<file path="src/hw/rtl/mtpp_pkg.sv">
// Types and constants shared by the median threshold peak picker.
// Holds the request and response item layouts and the fixed field widths.
// No dependencies.
package mtpp_pkg;

   localparam int NOVELTY_W = 16;
   localparam int INDEX_W   = 12;
   localparam int SUPPRESS_W = 2;

   localparam logic [NOVELTY_W-1:0]  THRESHOLD_OFFSET_RESET = 16'd6554;
   localparam logic [SUPPRESS_W-1:0] SUPPRESS_SPAN          = 2'd3;

   typedef logic [NOVELTY_W-1:0] sample_type;

   // Five samples centered on a candidate, oldest in element 0.
   typedef sample_type [4:0] span_type;

   typedef struct packed {
      sample_type novelty;
      logic       last;
   } req_type;

   typedef struct packed {
      logic               peak_found;
      logic [INDEX_W-1:0] peak_index;
      logic               frame_done;
   } rsp_type;

endpackage

</file>
<file path="src/hw/rtl/median_threshold_peak_picker_core.sv">
// Median adaptive-threshold peak picker, top level.
// Depends on mtpp_pkg for the item types and constants.
//
// The core takes one novelty sample per item and returns exactly one result per item.
// Its result moves from the input register to the result register, held there while
// the result side stalls. A new item can be taken in every cycle unless the result side
// stalls with both registers full: the window and frame index advance as an item is
// accepted, the item's five-sample span is held in an input register, and the median
// networks, threshold compare and suppression counter sit between it and the result
// register, the counter being the only loop. The user must write threshold_offset
// through the csr port only while no item is in flight; the block does not enforce this.
module median_threshold_peak_picker_core
   import mtpp_pkg::*;
#(
   parameter int MAX_FRAMES = 4096
) (
   input  logic       clock,
   input  logic       reset,
   input  logic       req_valid,
   output logic       req_stall,
   input  req_type    req_data,
   output logic       rsp_valid,
   input  logic       rsp_stall,
   output rsp_type    rsp_data,
   input  logic       csr_write_enable,
   input  sample_type csr_write_data
);

   localparam int CNT_W = $clog2(MAX_FRAMES);
   localparam int IDX_W = (CNT_W > INDEX_W) ? CNT_W : INDEX_W;
   localparam logic [CNT_W-1:0] COUNT_MAX = CNT_W'(MAX_FRAMES - 1);

   function automatic sample_type median5(input span_type v);
      sample_type p0, p1, p2, p3, p4, t;
      p0 = v[0];
      p1 = v[1];
      p2 = v[2];
      p3 = v[3];
      p4 = v[4];
      if (p0 > p1) begin t = p0; p0 = p1; p1 = t; end
      if (p3 > p4) begin t = p3; p3 = p4; p4 = t; end
      if (p0 > p3) begin t = p0; p0 = p3; p3 = t; end
      if (p1 > p4) begin t = p1; p1 = p4; p4 = t; end
      if (p1 > p2) begin t = p1; p1 = p2; p2 = t; end
      if (p2 > p3) begin t = p2; p2 = p3; p3 = t; end
      if (p1 > p2) begin t = p1; p1 = p2; p2 = t; end
      return p2;
   endfunction

   function automatic logic peak_test(input span_type v, input sample_type offset);
      logic [NOVELTY_W:0] level;
      level = {1'b0, median5(v)} + {1'b0, offset};
      return (v[1] < v[2]) && (v[3] < v[2]) && ({1'b0, v[2]} > level);
   endfunction

   sample_type            offset_ff;
   sample_type            window_ff [4];
   logic [CNT_W-1:0]      count_ff;
   logic [SUPPRESS_W-1:0] suppress_ff, suppress_in;

   logic                  s1_valid_ff, s1_valid_in;
   span_type              s1_span_ff;
   logic [CNT_W-1:0]      s1_count_ff;
   logic                  s1_last_ff;

   logic                  rsp_valid_ff, rsp_valid_in;
   rsp_type               rsp_data_ff, rsp_data_in;

   logic                  req_accept, out_move, s1_move;
   span_type              tail_span;
   logic                  elig_a, elig_b, test_a, test_b, found_a, found_b;
   logic [SUPPRESS_W-1:0] suppress_mid;
   logic [IDX_W-1:0]      count_ext;

   assign out_move   = !rsp_valid_ff || !rsp_stall;
   assign s1_move    = s1_valid_ff && out_move;
   assign req_stall  = s1_valid_ff && !out_move;
   assign req_accept = req_valid && !req_stall;

   assign s1_valid_in  = req_accept || (s1_valid_ff && !out_move);
   assign rsp_valid_in = out_move ? s1_valid_ff : rsp_valid_ff;

   always_ff @(posedge clock) begin
      if (reset) begin
         offset_ff <= THRESHOLD_OFFSET_RESET;
      end else if (csr_write_enable) begin
         offset_ff <= csr_write_data;
      end
   end

   always_ff @(posedge clock) begin
      if (reset) begin
         count_ff <= '0;
         for (int k = 0; k < 4; k++) begin
            window_ff[k] <= '0;
         end
      end else if (req_accept) begin
         if (req_data.last) begin
            count_ff <= '0;
            for (int k = 0; k < 4; k++) begin
               window_ff[k] <= '0;
            end
         end else begin
            window_ff[0] <= req_data.novelty;
            window_ff[1] <= window_ff[0];
            window_ff[2] <= window_ff[1];
            window_ff[3] <= window_ff[2];
            if (count_ff < COUNT_MAX) begin
               count_ff <= count_ff + CNT_W'(1);
            end
         end
      end
   end

   always_ff @(posedge clock) begin
      if (reset) begin
         s1_valid_ff  <= 1'b0;
         rsp_valid_ff <= 1'b0;
         suppress_ff  <= '0;
      end else begin
         s1_valid_ff  <= s1_valid_in;
         rsp_valid_ff <= rsp_valid_in;
         suppress_ff  <= suppress_in;
      end
   end

   always_ff @(posedge clock) begin
      if (req_accept) begin
         s1_span_ff  <= {req_data.novelty, window_ff[0], window_ff[1],
                         window_ff[2], window_ff[3]};
         s1_count_ff <= count_ff;
         s1_last_ff  <= req_data.last;
      end
      if (out_move) begin
         rsp_data_ff <= rsp_data_in;
      end
   end

   always_comb begin
      tail_span = {{NOVELTY_W{1'b0}}, s1_span_ff[4], s1_span_ff[3],
                   s1_span_ff[2], s1_span_ff[1]};
      elig_a    = s1_count_ff >= CNT_W'(3);
      elig_b    = s1_last_ff && (s1_count_ff >= CNT_W'(2));
      test_a    = peak_test(s1_span_ff, offset_ff);
      test_b    = peak_test(tail_span, offset_ff);
      count_ext = IDX_W'(s1_count_ff);

      found_a      = 1'b0;
      suppress_mid = suppress_ff;
      if (elig_a) begin
         if (suppress_ff != '0) begin
            suppress_mid = suppress_ff - SUPPRESS_W'(1);
         end else if (test_a) begin
            found_a      = 1'b1;
            suppress_mid = SUPPRESS_SPAN;
         end
      end
      found_b = elig_b && (suppress_mid == '0) && test_b && !found_a;

      rsp_data_in.peak_found = found_a || found_b;
      rsp_data_in.frame_done = s1_last_ff;
      if (found_a) begin
         rsp_data_in.peak_index = INDEX_W'(count_ext - IDX_W'(2));
      end else if (found_b) begin
         rsp_data_in.peak_index = INDEX_W'(count_ext - IDX_W'(1));
      end else begin
         rsp_data_in.peak_index = '0;
      end

      suppress_in = suppress_ff;
      if (s1_move) begin
         suppress_in = s1_last_ff ? '0 : suppress_mid;
      end
   end

   assign rsp_valid = rsp_valid_ff;
   assign rsp_data  = rsp_data_ff;

   assert property (@(posedge clock) disable iff (reset)
      req_stall |-> (s1_valid_ff && rsp_valid_ff))
      else $error("Input stalled while a stage was free.");

   assert property (@(posedge clock) disable iff (reset)
      (req_accept && req_data.last) |=> (count_ff == '0 && window_ff[0] == '0))
      else $error("Frame state not cleared after the final item.");

   assert property (@(posedge clock) disable iff (reset)
      (s1_move && rsp_data_in.peak_found && !s1_last_ff) |=> (suppress_ff == SUPPRESS_SPAN))
      else $error("Suppression not armed after a peak.");

   assert property (@(posedge clock) disable iff (reset)
      (s1_move && s1_count_ff < CNT_W'(2)) |-> !rsp_data_in.peak_found)
      else $error("Peak reported for a frame shorter than three samples.");

endmodule
</file>
<file path="config.mk">
export PLATFORM = sky130hd
export DESIGN_NAME = median_threshold_peak_picker_core
export DESIGN_NICKNAME = d
export VERILOG_FILES = /design/src/hw/rtl/mtpp_pkg.sv /design/src/hw/rtl/median_threshold_peak_picker_core.sv
export SDC_FILE = /design/constraint.sdc
export NUM_CORES = 1
export LEC_CHECK = 0
export BUFFER_PORTS_ARGS = -buffer_cell sky130_fd_sc_hd__buf_2
export CELL_PAD_IN_SITES_DETAIL_PLACEMENT = 1
export CELL_PAD_IN_SITES_GLOBAL_PLACEMENT = 2
export CORE_UTILIZATION = 25
export DETAILED_ROUTE_END_ITERATION = 10
export PLACE_DENSITY_LB_ADDON = 0.05
export SETUP_SLACK_MARGIN = 0.5
export SYNTH_ARGS = -nofsm -noshare
export SYNTH_HDL_FRONTEND = slang
export SYNTH_SLANG_ARGS = --single-unit
export TNS_END_PERCENT = 100
</file>
<file path="constraint.sdc">
create_clock -name clock -period 14.6 [get_ports clock]
set_clock_uncertainty 0.05 [all_clocks]
set_input_delay 0 -clock clock [delete_from_list [all_inputs] [get_ports clock]]
set_output_delay 0 -clock clock [all_outputs]
set_load 0.02 [all_outputs]
</file>
==> results list <==
- Run status: finished, final reports clean
- For this design the top-level I/O count stands at 54.
- Each instance of the synthesized netlist takes up on average 9.355 um2.
- The worst setup path is launched from a flip-flop.
- Master cell of the clock root buffer: sky130_fd_sc_hd__clkbuf_16
* Finished Core Util: 34.17%
- Setup violations remaining at the end of the flow were counted as 0.
* Number of buffers inserted during clock tree synthesis: 23
- Number of global-route vias before repair: 16,813
- By area the synthesized netlist is led by sky130_fd_sc_hd__edfxtp_1 26%, sky130_fd_sc_hd__ha_1 20%, sky130_fd_sc_hd__mux2i_1 5.5%.
- Setup slack of the most critical reg-to-reg path: 1.02 ns
- Wire length of the first global-routing pass: 117.5 mm
- The worst path uses 93.02% of the clock period.
- Setup repair after global routing missed its margin: false
- For this configuration, the core starts out at a cell density of 25.47%.
- Of the cells placed in the final design, the portion with a size suffix greater than 1 is 28.12%.
* Cell leakage power: 10.58 nW
* Vias per std cell: 5.048
- Buf/Inv on CP: 9
* Largest buffer count on any clock path: 3
* Chip Width: 270.3 um
- The final max-slew violation count was 0.
- At the pin with the least slew margin, the transition time is 0.9782 ns.
- Post-route DRC: 0
* Max Cap Viol: 0
* Clock Latency Late Sink: 0.55 ns
- Unique masters post-synth: 77
- DIE HEIGHT: 270.3 um
* Wire length after detailed routing: 83.82 mm
- Site Rows: 97
- The congestion estimate from routability-driven global placement came to 0.9334.
- Cell area after synthesis: 0.01799 mm2
* CTS tree: yes
* Max Freq: 73.64 MHz
* CP Class: flip-flop to flip-flop
* Final nets: 2,663
* Number of diodes added for antenna fixing: 0
- Number of routed nets with antenna violations: 0
- Commonest cells after routing, fill and taps aside: 272 x sky130_fd_sc_hd__ha_1, 270 x sky130_fd_sc_hd__buf_4, 155 x sky130_fd_sc_hd__edfxtp_1, 128 x sky130_fd_sc_hd__nor2_1, 126 x sky130_fd_sc_hd__inv_1
- Power density over the cells: 249.3 mW/mm2
* Core Area: 0.07064 mm2
* Die Outline Area: 0.07304 mm2
- In this run the number of H-tree levels came out at 1.
- Worst EP arrival: 13.89 ns
* Post-placement setup slack: -0.2464 ns
- Maximum cell stage delay along the critical path: 0.49 ns
* Largest net degree at the start of global routing: 54
- In this design, the largest share of critical-path delay is due to compound AO/OA/AOI/OAI gates.
- Yosys printed 0 warnings.
* Max-Slew Margin vs Limit: 34.79%
* Total congestion overflow: 0
* Global-route total usage across every layer: 21.99%
- The min-delay analysis places its worst path in the category input pin to flip-flop.
* Setup ws final: 1.020 ns
- Clock transition at the registers of the reported paths: 0.06 ns
- Total via count in the routed design: 16,593
* Number of search-and-repair iterations in the first detailed-routing pass: 5
- The HPWL after detailed placement is 67.29 mm.
- Register bit total from synthesis: 203
* Number of clock sinks: 203
* Standard cell with the maximum stage delay on the critical path: sky130_fd_sc_hd__edfxtp_1
- Number of antenna violations at the first check in global routing: 1
- Excluding fillers, the count of instances in the completed layout stands at 3,287.
- The worst-case IR drop observed on VDD is 0.0001746 V.
* DRC violation total after the first TritonRoute iteration: 803
- Synthesis handed over a netlist of 1,923 instances.
* Prevailing post-synth register cell: sky130_fd_sc_hd__edfxtp_1
* Final-report hold violation count: 0
- The biggest area contributor in the post-synthesis netlist is sky130_fd_sc_hd__edfxtp_1.
* Average wire per standard cell: 25.50 um
- For the worst setup path, the data required time is 14.91 ns.
* Area growth from synthesis to layout: 34.18%
- In this run the worst path has a maximum fanout of 11.
* Dpl cells: 3,099
- Counting flops with an async set or reset pin after synthesis yields a share of 0%.
- After synthesis, flip-flops and latches occupy 31.21% of the total area.
- Of the post-synthesis cell area, the dominant cell type holds 25.87%.
- Nature of the critical path endpoint: flip-flop
- Port Buf Inserts: 53
- Number of enable-type register cells in the synthesized netlist: 155
- For the finished layout, the period the worst path requires is 13.58 ns.
- Most frequent standard cell in the layout excluding fill and tap cells: sky130_fd_sc_hd__ha_1
power by group:
group / total [mW] / internal, mW / switching [mW] / leakage (nW)
Combinational: 4.70 / 2.17 / 2.53 / 8.17
Sequential: 0.706 / 0.668 / 0.0381 / 2.03
Clock: 0.613 / 0.362 / 0.250 / 0.379
Total: 6.02 / 3.20 / 2.81 / 10.6
sequential cells by signal (all words and copies together), names as in the netlist:
| name | flops |
|---|---|
| count_ext | 12 |
| count_ff | 12 |
| offset_ff | 16 |
| rsp_data | 14 |
| rsp_valid | 1 |
| s1_last_ff | 1 |
| s1_span_ff | 80 |
| s1_valid_ff | 1 |
| suppress_ff | 2 |
| window_ff | 64 |
cells by family after synthesis:
| family | Yosys count | synth area share, % |
|---|---|---|
| AND/OR/NAND/NOR | 527 | 14.73 |
| XOR/XNOR | 30 | 1.461 |
| multiplexers | 178 | 10.70 |
| adder cells (fa/ha/maj) | 295 | 20.60 |
| buffers and inverters | 207 | 4.688 |
| flip-flops | 203 | 31.21 |
| AO/OA/AOI/OAI | 481 | 16.56 |
| other | 2 | 0.04175 |
metal layers:
metal	global-route usage (%)	up-vias	share of wire (%)	wire (um)
li1	-	7990	-	-
met1	31.70	8279	49	41470
met2	34.81	242	44	37030
met3	1.751	82	3.0	2549
met4	6.334	0	3.3	2768
met5	0	-	0	0
final timing paths:
check / startpoint / end / cells past startpoint
min: req_data[6] / s1_span_ff[69]$_DFFE_PP_ / 2
max: s1_span_ff[18]$_DFFE_PP_ / rsp_data[4]$_DFFE_PN_ / 65
max reg2reg: s1_span_ff[18]$_DFFE_PP_ / rsp_data[4]$_DFFE_PN_ / 65
min reg2reg: window_ff[3][13]$_SDFFCE_PN0P_ / s1_span_ff[13]$_DFFE_PP_ / 0
timing repair:
action	CTS	global route
pin swaps	7	73
cloned	0	10
setup buffers	9	57
hold buffers	70	0
hold endpoints to repair	68	0
setup endpoints to repair	15	15
gates resized for setup	26	199
layout make-up:
type	count	area (um2)
clock buffer	34	646.9
multi-input combinational	1527	12450
sequential	203	5615
timing repair buffer	432	3570
tap	940	1176
clock inverter	8	136.4
fill	8156	46500
inverter	143	543.0
synth_stat cells, types with 5 or more instances:
| library cell | instances |
|---|---|
| sky130_fd_sc_hd__o21ai_2 | 7 |
| sky130_fd_sc_hd__and3_1 | 8 |
| sky130_fd_sc_hd__or3_1 | 10 |
| sky130_fd_sc_hd__inv_1 | 142 |
| sky130_fd_sc_hd__buf_1 | 5 |
| sky130_fd_sc_hd__a21oi_1 | 146 |
| sky130_fd_sc_hd__edfxtp_1 | 155 |
| sky130_fd_sc_hd__o21a_1 | 15 |
| sky130_fd_sc_hd__o21ai_0 | 116 |
| sky130_fd_sc_hd__nand2b_1 | 15 |
| sky130_fd_sc_hd__mux2i_1 | 99 |
| sky130_fd_sc_hd__nor4_1 | 9 |
| sky130_fd_sc_hd__o21ai_1 | 24 |
| sky130_fd_sc_hd__a31oi_1 | 8 |
| sky130_fd_sc_hd__nor3_1 | 22 |
| sky130_fd_sc_hd__and4_1 | 7 |
| sky130_fd_sc_hd__xor2_1 | 21 |
| sky130_fd_sc_hd__xnor2_1 | 9 |
| sky130_fd_sc_hd__o211ai_1 | 17 |
| sky130_fd_sc_hd__nand2_1 | 122 |
| sky130_fd_sc_hd__or2_2 | 17 |
| sky130_fd_sc_hd__o31ai_1 | 6 |
| sky130_fd_sc_hd__clkbuf_1 | 44 |
| sky130_fd_sc_hd__nand3_1 | 39 |
| sky130_fd_sc_hd__dfxtp_1 | 48 |
| sky130_fd_sc_hd__a21o_1 | 34 |
| sky130_fd_sc_hd__nand4_1 | 50 |
| sky130_fd_sc_hd__a211oi_1 | 33 |
| sky130_fd_sc_hd__buf_2 | 7 |
| sky130_fd_sc_hd__mux2_2 | 67 |
| sky130_fd_sc_hd__o22ai_1 | 7 |
| sky130_fd_sc_hd__nor2b_1 | 12 |
| sky130_fd_sc_hd__nor2_1 | 132 |
| sky130_fd_sc_hd__ha_1 | 293 |
| sky130_fd_sc_hd__nor3b_1 | 17 |
| sky130_fd_sc_hd__and2_1 | 54 |
| sky130_fd_sc_hd__mux2_4 | 12 |
| sky130_fd_sc_hd__o221ai_1 | 18 |
stage by stage:
stage	cell area (um2)	hold slack [ns]	power, mW	TNS (ns)
after floorplan	18040	0.04887	3.155	0
after global placement	21070	0.1373	4.825	0
after detailed placement	21070	0.1384	4.867	-1.428
after CTS	22720	0.08945	5.596	0
after global routing	24140	0.1140	6.534	0
final	24140	0.1126	6.017	0
Power figures use the tool's default switching activity.
